## src/rtl/core/drit_pkg.sv

```systemverilog
`default_nettype none
// ----------------------------------------------------------------------------
// drit_pkg
// Shared types and constants for the dirty rectangle island tracker.
// ----------------------------------------------------------------------------
package drit_pkg;

    // Clip edges saturate here; coordinates fit 12 bits, sizes 13 bits.
    localparam int MAX_DIM   = 4096;
    localparam int COORD_W   = 12;
    localparam int SIZE_W    = 13;
    localparam int ISLANDS_D = 8;

    localparam int IN_W      = 16;
    localparam int CFG_W     = 13;
    localparam int CFG_IDX_W = 2;
    localparam int SLOT_W    = 3;

    // Input kinds (tuser)
    localparam logic OP_MARK  = 1'b0;
    localparam logic OP_CLEAR = 1'b1;

    // Configuration register indexes
    localparam logic [CFG_IDX_W-1:0] CFG_IMG_W = 2'd0;
    localparam logic [CFG_IDX_W-1:0] CFG_IMG_H = 2'd1;
    localparam logic [CFG_IDX_W-1:0] CFG_TRACK = 2'd2;

    typedef struct packed {
        logic [COORD_W-1:0] x;
        logic [COORD_W-1:0] y;
        logic [SIZE_W-1:0]  w;
        logic [SIZE_W-1:0]  h;
    } t_rect;

endpackage

`default_nettype wire

```

## src/rtl/core/drit_rect_unit.sv

```systemverilog
`default_nettype none
// ----------------------------------------------------------------------------
// drit_rect_unit
// Touch test and bounding merge of two rectangles (edges inclusive).
// ----------------------------------------------------------------------------
module drit_rect_unit (
    input  wire drit_pkg::t_rect i_a,
    input  wire drit_pkg::t_rect i_b,
    output logic                 o_touch,
    output drit_pkg::t_rect      o_merged
);
    import drit_pkg::*;

    logic [SIZE_W-1:0] a_l, a_t, a_r, a_b;
    logic [SIZE_W-1:0] b_l, b_t, b_r, b_b;
    logic [SIZE_W-1:0] m_l, m_t, m_r, m_b;

    always_comb begin
        a_l = {1'b0, i_a.x};
        a_t = {1'b0, i_a.y};
        b_l = {1'b0, i_b.x};
        b_t = {1'b0, i_b.y};
        a_r = a_l + i_a.w;
        a_b = a_t + i_a.h;
        b_r = b_l + i_b.w;
        b_b = b_t + i_b.h;

        o_touch = (a_l <= b_r) && (b_l <= a_r) && (a_t <= b_b) && (b_t <= a_b);

        m_l = (a_l < b_l) ? a_l : b_l;
        m_t = (a_t < b_t) ? a_t : b_t;
        m_r = (a_r > b_r) ? a_r : b_r;
        m_b = (a_b > b_b) ? a_b : b_b;

        o_merged.x = m_l[COORD_W-1:0];
        o_merged.y = m_t[COORD_W-1:0];
        o_merged.w = m_r - m_l;
        o_merged.h = m_b - m_t;
    end

endmodule

`default_nettype wire

```

## src/rtl/core/dirty_rectangle_island_tracker.sv

```systemverilog
`default_nettype none
// ----------------------------------------------------------------------------
// dirty_rectangle_island_tracker
// Keeps a bounding box and a small table of disjoint damaged islands.
// ----------------------------------------------------------------------------
// Usage:
//   s_axis carries one command per transaction: tuser selects mark (0) or
//   clear (1), tdata holds rect_x, rect_y, rect_w, rect_h (signed 16 each).
//   m_axis returns one result per island (or one all-zero island result when
//   the table is empty); tlast flags the final result of the command.
//   The user must make config writes (i_cfg_we/index/data) only between
//   commands; the block itself does not enforce this.
// Sequence:
//   Accept, clip and update are separate states. Island merging walks the
//   table in the island RAM: a read and a check state per slot visited,
//   plus a write state for each moved slot; every merge restarts the walk.
//   Append then writes the region, or the bounding box if the table is full.
//   Results leave through a RAM read state and an output load state each.
// Reset: clean state, no islands, image 4096x4096, tracking on. The island
//   RAM is not cleared; only slots below the island count are ever used.
// Stall: results sit in the output register until taken; the walk pauses
//   on the output stage, and a new command is accepted as soon as the last
//   result is loaded, even while it still waits downstream.
// ----------------------------------------------------------------------------
module dirty_rectangle_island_tracker #(
    parameter int ISLANDS = drit_pkg::ISLANDS_D
) (
    input  wire                               i_clk,
    input  wire                               i_rst_n,
    // slave side
    input  wire                               s_axis_tvalid,
    output logic                              s_axis_tready,
    // [15:0] rect_x, [31:16] rect_y, [47:32] rect_w, [63:48] rect_h
    input  wire  [4*drit_pkg::IN_W-1:0]       s_axis_tdata,
    // [0] opcode
    input  wire                               s_axis_tuser,
    // master side
    output logic                              m_axis_tvalid,
    input  wire                               m_axis_tready,
    // [0] dirty, [12:1] bound_x, [24:13] bound_y, [37:25] bound_w,
    // [50:38] bound_h, [62:51] island_x, [74:63] island_y,
    // [87:75] island_w, [100:88] island_h, [103:101] island_slot
    output logic [103:0]                      m_axis_tdata,
    output logic                              m_axis_tlast,
    // configuration
    input  wire                               i_cfg_we,
    input  wire  [drit_pkg::CFG_IDX_W-1:0]    i_cfg_index,
    input  wire  [drit_pkg::CFG_W-1:0]        i_cfg_data
);
    import drit_pkg::*;

    localparam int CNTW = $clog2(ISLANDS + 1);
    localparam int IDXW = (ISLANDS > 1) ? $clog2(ISLANDS) : 1;

    localparam logic [3:0] S_IDLE     = 4'd0;
    localparam logic [3:0] S_CLIP     = 4'd1;
    localparam logic [3:0] S_DECIDE   = 4'd2;
    localparam logic [3:0] S_SCAN_RD  = 4'd3;
    localparam logic [3:0] S_SCAN_CHK = 4'd4;
    localparam logic [3:0] S_MOVE_WR  = 4'd5;
    localparam logic [3:0] S_APPEND   = 4'd6;
    localparam logic [3:0] S_EMIT_RD  = 4'd7;
    localparam logic [3:0] S_EMIT_WR  = 4'd8;

    localparam logic [CNTW-1:0] CNT_FULL = CNTW'(ISLANDS);
    localparam logic [CNTW-1:0] CNT_ONE  = CNTW'(1);

    // configuration
    logic [CFG_W-1:0] r_img_w, r_img_h;
    logic             r_track;

    // control / state
    logic [3:0]       r_state, n_state;
    logic             r_op;
    logic [IN_W-1:0]  r_x, r_y, r_w, r_h;
    t_rect            r_reg, n_reg;
    logic             r_mark_ok, n_mark_ok;
    logic             r_dirty, n_dirty;
    t_rect            r_bbox, n_bbox;
    logic [CNTW-1:0]  r_count, n_count;
    logic [CNTW-1:0]  r_idx, n_idx;

    // output stage
    logic             r_out_valid, n_out_valid;
    logic [103:0]     r_out_data, n_out_data;
    logic             r_out_last, n_out_last;

    // island RAM
    t_rect            r_mem [ISLANDS];
    t_rect            r_rd_data;
    logic [CNTW-1:0]  rd_cnt;
    logic             mem_we;
    logic [CNTW-1:0]  wr_cnt;
    t_rect            wr_data;

    // rectangle unit
    t_rect            ru_b, ru_merged;
    logic             ru_touch;

    // clip datapath
    logic signed [17:0] c_x, c_y, c_w, c_h, c_r, c_b, c_l, c_t, c_wl, c_hl;
    logic               c_ok;
    t_rect              c_rect;

    // emit helpers
    logic [CNTW+SLOT_W-1:0] slot_ext;
    t_rect                  isl;
    logic                   is_last;
    logic                   out_free;

    drit_rect_unit u_rect (
        .i_a      (r_reg),
        .i_b      (ru_b),
        .o_touch  (ru_touch),
        .o_merged (ru_merged)
    );

    assign s_axis_tready = (r_state == S_IDLE);
    assign m_axis_tvalid = r_out_valid;
    assign m_axis_tdata  = r_out_data;
    assign m_axis_tlast  = r_out_last;

    // Clip to the image, with the clip edge saturated at MAX_DIM.
    always_comb begin
        c_x  = 18'(signed'(r_x));
        c_y  = 18'(signed'(r_y));
        c_w  = 18'(signed'(r_w));
        c_h  = 18'(signed'(r_h));
        c_wl = (r_img_w > CFG_W'(MAX_DIM)) ? 18'(MAX_DIM) : 18'(r_img_w);
        c_hl = (r_img_h > CFG_W'(MAX_DIM)) ? 18'(MAX_DIM) : 18'(r_img_h);
        c_l  = (c_x > 18'sd0) ? c_x : 18'sd0;
        c_t  = (c_y > 18'sd0) ? c_y : 18'sd0;
        c_r  = ((c_x + c_w) < c_wl) ? (c_x + c_w) : c_wl;
        c_b  = ((c_y + c_h) < c_hl) ? (c_y + c_h) : c_hl;
        c_ok = r_track && (c_w > 18'sd0) && (c_h > 18'sd0) && (c_r > c_l) && (c_b > c_t);
        c_rect.x = c_l[COORD_W-1:0];
        c_rect.y = c_t[COORD_W-1:0];
        c_rect.w = SIZE_W'(c_r - c_l);
        c_rect.h = SIZE_W'(c_b - c_t);
    end

    // Emit fields
    always_comb begin
        slot_ext = {{SLOT_W{1'b0}}, r_idx};
        isl      = (r_count == '0) ? '0 : r_rd_data;
        is_last  = (r_count == '0) || (r_idx == (r_count - CNT_ONE));
        out_free = !r_out_valid || m_axis_tready;
    end

    always_comb begin
        n_state     = r_state;
        n_reg       = r_reg;
        n_mark_ok   = r_mark_ok;
        n_dirty     = r_dirty;
        n_bbox      = r_bbox;
        n_count     = r_count;
        n_idx       = r_idx;
        n_out_valid = r_out_valid;
        n_out_data  = r_out_data;
        n_out_last  = r_out_last;
        rd_cnt      = r_idx;
        mem_we      = 1'b0;
        wr_cnt      = r_idx;
        wr_data     = r_reg;
        ru_b        = r_rd_data;

        if (r_out_valid && m_axis_tready) begin
            n_out_valid = 1'b0;
        end

        unique case (r_state)
            S_IDLE: begin
                if (s_axis_tvalid) begin
                    n_state = S_CLIP;
                end
            end
            S_CLIP: begin
                n_reg     = c_rect;
                n_mark_ok = c_ok;
                n_state   = S_DECIDE;
            end
            S_DECIDE: begin
                ru_b  = r_bbox;
                n_idx = '0;
                if (r_op == OP_CLEAR) begin
                    n_dirty = 1'b0;
                    n_bbox  = '0;
                    n_count = '0;
                    n_state = S_EMIT_RD;
                end else if (!r_mark_ok) begin
                    n_state = S_EMIT_RD;
                end else if (!r_dirty) begin
                    // first damage: box and slot 0 are the region itself
                    n_dirty = 1'b1;
                    n_bbox  = r_reg;
                    n_count = CNT_ONE;
                    mem_we  = 1'b1;
                    wr_cnt  = '0;
                    wr_data = r_reg;
                    n_state = S_EMIT_RD;
                end else begin
                    n_bbox  = ru_merged;
                    n_state = S_SCAN_RD;
                end
            end
            S_SCAN_RD: begin
                rd_cnt = r_idx;
                if (r_idx < r_count) begin
                    n_state = S_SCAN_CHK;
                end else begin
                    n_state = S_APPEND;
                end
            end
            S_SCAN_CHK: begin
                // read the last live slot in case it must fill a hole
                rd_cnt = r_count - CNT_ONE;
                if (ru_touch) begin
                    n_reg   = ru_merged;
                    n_count = r_count - CNT_ONE;
                    if (r_idx != (r_count - CNT_ONE)) begin
                        n_state = S_MOVE_WR;
                    end else begin
                        n_idx   = '0;
                        n_state = S_SCAN_RD;
                    end
                end else begin
                    n_idx   = r_idx + CNT_ONE;
                    n_state = S_SCAN_RD;
                end
            end
            S_MOVE_WR: begin
                mem_we  = 1'b1;
                wr_cnt  = r_idx;
                wr_data = r_rd_data;
                n_idx   = '0;
                n_state = S_SCAN_RD;
            end
            S_APPEND: begin
                mem_we = 1'b1;
                if (r_count < CNT_FULL) begin
                    wr_cnt  = r_count;
                    wr_data = r_reg;
                    n_count = r_count + CNT_ONE;
                end else begin
                    // table full: collapse to the bounding box
                    wr_cnt  = '0;
                    wr_data = r_bbox;
                    n_count = CNT_ONE;
                end
                n_idx   = '0;
                n_state = S_EMIT_RD;
            end
            S_EMIT_RD: begin
                rd_cnt  = r_idx;
                n_state = S_EMIT_WR;
            end
            S_EMIT_WR: begin
                if (out_free) begin
                    n_out_valid = 1'b1;
                    n_out_last  = is_last;
                    n_out_data  = {slot_ext[SLOT_W-1:0], isl.h, isl.w, isl.y, isl.x,
                                   r_bbox.h, r_bbox.w, r_bbox.y, r_bbox.x, r_dirty};
                    if (is_last) begin
                        n_state = S_IDLE;
                    end else begin
                        n_idx   = r_idx + CNT_ONE;
                        n_state = S_EMIT_RD;
                    end
                end
            end
            default: begin
                n_state = S_IDLE;
            end
        endcase
    end

    // Island RAM: one write port, one registered read port.
    always_ff @(posedge i_clk) begin
        if (mem_we) begin
            r_mem[wr_cnt[IDXW-1:0]] <= wr_data;
        end
    end

    always_ff @(posedge i_clk) begin
        r_rd_data <= r_mem[rd_cnt[IDXW-1:0]];
    end

    // Input capture and datapath registers
    always_ff @(posedge i_clk) begin
        if (s_axis_tvalid && s_axis_tready) begin
            r_op <= s_axis_tuser;
            r_x  <= s_axis_tdata[IN_W-1:0];
            r_y  <= s_axis_tdata[2*IN_W-1:IN_W];
            r_w  <= s_axis_tdata[3*IN_W-1:2*IN_W];
            r_h  <= s_axis_tdata[4*IN_W-1:3*IN_W];
        end
        r_reg      <= n_reg;
        r_mark_ok  <= n_mark_ok;
        r_idx      <= n_idx;
        r_out_data <= n_out_data;
        r_out_last <= n_out_last;
    end

    // Control state and configuration
    always_ff @(posedge i_clk) begin
        if (!i_rst_n) begin
            r_state     <= S_IDLE;
            r_dirty     <= 1'b0;
            r_bbox      <= '0;
            r_count     <= '0;
            r_out_valid <= 1'b0;
            r_img_w     <= CFG_W'(MAX_DIM);
            r_img_h     <= CFG_W'(MAX_DIM);
            r_track     <= 1'b1;
        end else begin
            r_state     <= n_state;
            r_dirty     <= n_dirty;
            r_bbox      <= n_bbox;
            r_count     <= n_count;
            r_out_valid <= n_out_valid;
            if (i_cfg_we) begin
                unique case (i_cfg_index)
                    CFG_IMG_W: r_img_w <= i_cfg_data;
                    CFG_IMG_H: r_img_h <= i_cfg_data;
                    CFG_TRACK: r_track <= i_cfg_data[0];
                    default:   r_track <= r_track;
                endcase
            end
        end
    end

endmodule

`default_nettype wire
```

## config.mk

```make
export PLATFORM = sky130hd
export DESIGN_NAME = dirty_rectangle_island_tracker
export DESIGN_NICKNAME = d
export VERILOG_FILES = /design/src/rtl/core/drit_pkg.sv /design/src/rtl/core/drit_rect_unit.sv /design/src/rtl/core/dirty_rectangle_island_tracker.sv
export SDC_FILE = /design/constraint.sdc
export NUM_CORES = 2
export LEC_CHECK = 0
export BUFFER_PORTS_ARGS = -buffer_cell sky130_fd_sc_hd__buf_4
export CAP_MARGIN = 15
export CORE_ASPECT_RATIO = 0.9
export CORE_MARGIN = 2
export CORE_UTILIZATION = 45
export CTS_CLUSTER_DIAMETER = 100
export CTS_CLUSTER_SIZE = 8
export DETAILED_ROUTE_END_ITERATION = 8
export MAX_ROUTING_LAYER = met4
export PLACE_DENSITY_LB_ADDON = 0.05
export SETUP_SLACK_MARGIN = 0.2
export SYNTH_ARGS = -nofsm -noshare
export SYNTH_HDL_FRONTEND = slang
export SYNTH_HIERARCHICAL = 1
export SYNTH_SLANG_ARGS = --single-unit
```

## constraint.sdc

```tcl
create_clock -name i_clk -period 11.09 [get_ports i_clk]
set_input_delay 2.218 -clock i_clk [delete_from_list [all_inputs] [get_ports i_clk]]
set_output_delay 2.218 -clock i_clk [all_outputs]
set_load 0.03 [all_outputs]
```

### Word level (Yosys, flattened, before mapping)

Memory sizes are Yosys's and may differ from the RTL's. A register that Yosys moved wholly into a read port is not among the register bits.
Index checks and enable logic that the tools add are counted.

* register bits after elaboration: 312
* bits in writable memories: 400
* output and inout bits: 107
* memories: 1

* $add $sub $neg: 13
* $lt $le $gt $ge: 20
* equality and inequality tests: 19
* mux-type cells: 56
* reductions and logical operators: 30

Memory list
* r_mem: words 8, width 50, read ports 1, clocked after Yosys merged registers in 1, wr ports 1, line dirty_rectangle_island_tracker.sv:89 `t_rect r_mem [ISLANDS];`

Operators by type and width (number)
* 50-bit 2-to-1 mux: 6
* 50-bit one-hot mux with 2 select lines: 2
* 18-bit 2-to-1 mux: 4
* 16-bit by 1-bit greater-than comparator with 1-bit output (second input constant): 4
* 12-bit by 13-bit adder with 13-bit output: 4
* 12-bit by 13-bit less-or-equal comparator with 1-bit output: 4
* 13-bit 2-to-1 mux: 4
* 13-bit subtractor: 4
* 4-bit 2-to-1 mux: 12
* 18-bit greater-than comparator: 2
* 18-bit by 14-bit < comparator with 1-bit output: 2
* 4-bit one-hot mux with 9 select lines: 1
* 16-bit by 16-bit adder with 17-bit output: 2
* 3-bit 2-to-1 mux: 10
* 13-bit greater-than comparator: 2
* 13-bit greater-than comparator (second input constant): 2
* 12-bit < comparator: 2
* 12-bit 2-to-1 mux: 2
* 4-bit one-hot mux with 3 select lines: 2
* 4-bit by 3-bit equality test with 1-bit output (second input constant): 4
* 2-bit AND reduction: 7
* 1-bit 2-to-1 mux: 10
* 1-bit logical AND: 9
* 3-bit != test (second input constant): 3
* 24 further kinds: 34

### Longest topological paths before layout

* word-level depth: 9
* gate-level depth with buffers: 38

### By module

The synthesis kept the hierarchy.

Modules (own cells, without submodules)
* dirty_rectangle_island_tracker: times used 1, cells each 2262, area each 33143.0 µm²
* drit_rect_unit: times used 1, cells each 774, area each 6020.8 µm²

### Worst setup path after synthesis

No wires, ideal clock.

* path type: input port to flip-flop
* start point: input port m_axis_tready
* end point: register r_state[1]
* library setup time: 0.093 ns
* arrival time: 7.797 ns
* data required time: 10.997 ns
* path slack: 3.200 ns
* stages on the path: 4
* buffers on the path: 0
* cells stage by stage: nor2b_1 -> nor2_1 -> o21ai_0 -> a21oi_1

* word-level cells in the longest chain between the ends: 3

RTL lines
* start, declared: line dirty_rectangle_island_tracker.sv:39 `input wire m_axis_tready,`
* 1-bit logical OR: line dirty_rectangle_island_tracker.sv:147 `out_free = !r_out_valid || m_axis_tready;`
* 2-bit != test (no source line)
* 2-bit AND reduction (no source line)
* end signal, assigned: line dirty_rectangle_island_tracker.sv:316 `r_state <= n_state;`
* end, declared: line dirty_rectangle_island_tracker.sv:73 `logic [3:0] r_state, n_state;`

No other way between the ends.
A chain may end at the register's enable or synchronous reset.

==> results.txt <==
After the first detailed-routing iteration, the DRC count stood at 2,531. The maximum cell stage delay along the critical path came out at 0.71 ns. The clock period minus final worst setup slack came out at 8.946 ns. The post-detailed-routing wire length came out at 116,400 um. The area added between synthesis and finish came out at 15.14%. The number of flip-flops under the largest register name is 400. Setup repair after global routing left no endpoint under its margin.

The die span in x came out at 315.0 um. The count of instances resized after the clock tree is built is 0. The first-pass GRT wire length came out at 171,600 um. The number of hold-slack violations in the final timing report came out at 0. The core outline area is 0.08615 mm^2.

The path class of the tightest hold or removal check is reg -> reg. The ratio of routed vias to standard cells is 5.835. The die extent in y came out at 283.9 um. The fraction of post-synthesis cell area in the top cell type by area is 47.92%. The dominant register cell in the synthesized netlist is sky130_fd_sc_hd__edfxtp_1. The worst clock skew came out at 0.06032 ns. The aggregate global routing overflow is 0. The per-instance average area after synthesis is 12.90 um^2. Grouping stages by cell kind, the critical path spends the most delay in compound AO/OA/AOI/OAI gates.

The worst setup path is captured at a flip-flop. The CTS clock-pin slew for the worst setup and hold paths is 0.05 ns. The number of placement rows came out at 102. The count of final max-slew check failures is 0. By area the synthesized netlist is led by sky130_fd_sc_hd__edfxtp_1 (48%), sky130_fd_sc_hd__ha_1 (8.1%), sky130_fd_sc_hd__dfxtp_1 (7.0%). The startpoint kind of the worst setup timing path is a flip-flop.

The post-route clock period utilization came out at 80.67%. The count of input and output buffers is 191. Buffers added to address setup during post-CTS repair amount to 0. The clock tree buffer depth came out at 3. The floorplan step defined a die boundary enclosing 0.08941 mm^2. The count of nets after finishing is 3,606. The via count of the first global-routing pass came out at 26,047.

The post-detailed-route wirelength per cell came out at 25.92 um. The placed instance area came out at 0.04191 mm^2. The critical path required time is 11.60 ns.

The critical path buffer and inverter count came out at 4. The setup TNS is 0 ns. The number of violations of the max-capacitance limit is 0. The placer congestion estimate came out at 0.9461.

Yosys mapped a number of flops with a built-in enable equal to 625. The share of layout cells above drive strength 1 came out at 19.68%. The fraction of registers with async set/reset came out at 0%. The setup slack at placement is 2.349 ns. The clock latency on the worst-skew pair came out at 0.70 ns. The flow ran to the end, and the final reports show no timing, DRC or antenna violations. The setup path with the least slack is of type reg -> reg. The number of clock sinks is 762. The sequential area share after synthesis came out at 54.92%. The maximum level of the CTS H-tree is 3. The worst slew margin relative to its limit came out at 30.25%.

Across all setup checks in the final design, the least slack found is 2.144 ns. The top fanout value on the critical path came out at 18. Clock tree synthesis inserted a total of 106 buffers.

The number of distinct standard cells referenced by the synthesized netlist is 87. The post-synthesis cell area came out at 0.03916 mm^2. The half-perimeter wire length of the detailed placement result is 81,930 um. The pin count of the biggest net entering global routing is 82. The synthesized design spends more area on one cell type than any other, namely sky130_fd_sc_hd__edfxtp_1. The hold slack came out at 0.4560 ns. The synthesized design contains 762 register bits. The number of buffers inserted by hold repair at cts is 0. The cell with the largest stage delay on the worst path is sky130_fd_sc_hd__nor4b_4. The number of fillers in the final layout is 7,434. The final standard cell area without fillers came out at 0.04509 mm^2. The pre-antenna-repair detailed-routing pass consisted of 9 iterations.

The slew of the pin with the lowest slew margin is 1.046 ns. Global routing used 26.53% of the available tracks. The number of top-level pins is 192. The number of warnings printed during yosys synthesis is 6. The initial antenna violation count is 5. The routed via count came out at 26,218. Counting every instance in the synthesized netlist gives 3,036. The total setup violations reported at the end of the flow came out at 0.

For this configuration, the core starts out at a cell density of 45.46%. The data arrival time of the critical path is 9.46 ns. The TritonCTS clock tree is built. The clock root buffer master is sky130_fd_sc_hd__clkbuf_16. The total DRC errors in the routed layout came out at 0. The maximum frequency from static timing analysis came out at 0.1118 GHz. The post-detailed-route count of antenna-violating nets came out at 0.
## layout make-up
class,count,area [um^2],area share (%)
clock buffers,189,2964,6.573
repair buffers,225,1689,3.746
multi-input cells,1996,16650,36.93
flip-flops and latches,762,21510,47.71
diodes,1,2.502,0.005549
well taps,1144,1431,3.174
inverters,166,624.3,1.385
clock inverters,10,215.2,0.4772
## worst register-to-register path: cells and delay by family, from the launching register on
kind | cells | cell delay, ns
AO/OA/AOI/OAI | 14 | 3.52
XOR/XNOR | 2 | 0.29
adder cells (fa/ha/maj) | 4 | 1.33
buffers and inverters | 4 | 0.79
flip-flops | 1 | 0.51
multiplexers | 3 | 0.95
AND/OR/NAND/NOR | 8 | 1.43
## cell usage after synthesis, types with 10 or more instances
| master | count |
|---|---|
| sky130_fd_sc_hd__inv_1 | 164 |
| sky130_fd_sc_hd__xnor2_1 | 69 |
| sky130_fd_sc_hd__a31oi_1 | 12 |
| sky130_fd_sc_hd__a211oi_1 | 19 |
| sky130_fd_sc_hd__a21oi_1 | 139 |
| sky130_fd_sc_hd__mux4_2 | 100 |
| sky130_fd_sc_hd__ha_1 | 254 |
| sky130_fd_sc_hd__buf_6 | 12 |
| sky130_fd_sc_hd__nor3_1 | 36 |
| sky130_fd_sc_hd__nand2_1 | 199 |
| sky130_fd_sc_hd__xor2_1 | 35 |
| sky130_fd_sc_hd__o21ai_0 | 125 |
| sky130_fd_sc_hd__dfxtp_1 | 137 |
| sky130_fd_sc_hd__a22oi_1 | 56 |
| sky130_fd_sc_hd__a222oi_1 | 50 |
| sky130_fd_sc_hd__nand2b_1 | 41 |
| sky130_fd_sc_hd__nand4_1 | 20 |
| sky130_fd_sc_hd__edfxtp_1 | 625 |
| sky130_fd_sc_hd__nor2b_1 | 88 |
| sky130_fd_sc_hd__o21bai_1 | 16 |
| sky130_fd_sc_hd__a21o_1 | 50 |
| sky130_fd_sc_hd__o31ai_1 | 14 |
| sky130_fd_sc_hd__nand3_1 | 26 |
| sky130_fd_sc_hd__clkbuf_1 | 93 |
| sky130_fd_sc_hd__o21a_1 | 33 |
| sky130_fd_sc_hd__mux2_2 | 174 |
| sky130_fd_sc_hd__nor4_1 | 24 |
| sky130_fd_sc_hd__fa_1 | 10 |
| sky130_fd_sc_hd__nor2_1 | 198 |
| sky130_fd_sc_hd__mux2i_1 | 52 |
## cell usage in the layout (no fill, tap or decap), types with 50 or more instances in the layout
cell | Yosys | layout
sky130_fd_sc_hd__buf_4 | 1 | 225
sky130_fd_sc_hd__mux4_2 | 100 | 100
sky130_fd_sc_hd__a21oi_1 | 139 | 136
sky130_fd_sc_hd__ha_1 | 254 | 254
sky130_fd_sc_hd__nor2_1 | 198 | 188
sky130_fd_sc_hd__xnor2_1 | 69 | 69
sky130_fd_sc_hd__a22oi_1 | 56 | 56
sky130_fd_sc_hd__clkbuf_1 | 93 | 83
sky130_fd_sc_hd__nand2_1 | 199 | 199
sky130_fd_sc_hd__dfxtp_1 | 137 | 136
sky130_fd_sc_hd__edfxtp_1 | 625 | 625
sky130_fd_sc_hd__o21ai_0 | 125 | 125
sky130_fd_sc_hd__clkbuf_16 | 0 | 106
sky130_fd_sc_hd__mux2_2 | 174 | 174
sky130_fd_sc_hd__mux2i_1 | 52 | 52
sky130_fd_sc_hd__nor2b_1 | 88 | 88
sky130_fd_sc_hd__a222oi_1 | 50 | 50
sky130_fd_sc_hd__inv_1 | 164 | 164
## per-layer routing
metal	global-route usage, %	wire [um]	share of wire [%]	vias up
met2	41.09	54550	47	825
met3	3.062	5619	4.8	165
met1	37.19	53460	46	13182
met4	6.869	2810	2.4	0
li1	-	-	-	12046
met5	-	0	0	-
## logic make-up after synthesis
| logic type | share of synthesized area (%) |
|---|---|
| AO/OA/AOI/OAI | 10.42 |
| XOR/XNOR | 2.383 |
| adder cells (fa/ha/maj) | 8.805 |
| buffers and inverters | 2.946 |
| flip-flops | 54.92 |
| multiplexers | 12.12 |
| other | 0.009575 |
| AND/OR/NAND/NOR | 8.396 |
## path summary, 6_finish.rpt
kind / startpoint / to / slack (ns) / depth (start not counted)
setup / recovery: r_state[1]$_SDFFE_PN0P_ / r_bbox[10]$_SDFFE_PN0P_ / 2.14 / 35
hold / removal: r_img_w[7]$_SDFFE_PN0P_ / r_img_w[7]$_SDFFE_PN0P_ / 0.46 / 2
setup reg to reg: r_state[1]$_SDFFE_PN0P_ / r_bbox[10]$_SDFFE_PN0P_ / 2.14 / 35
hold reg to reg: r_img_w[7]$_SDFFE_PN0P_ / r_img_w[7]$_SDFFE_PN0P_ / 0.46 / 2
## stage by stage
| stage | cells | util, % |
|---|---|---|
| floorplan | 3039 | - |
| global placement | 4293 | 48.65 |
| detailed placement | 4293 | 48.65 |
| CTS | 4492 | 52.34 |
| global route | 4493 | 52.35 |
| finish | 4493 | 52.35 |
Power is not shown: default switching activity piles up to over one toggle a cycle in this logic, so the estimate is an artifact.
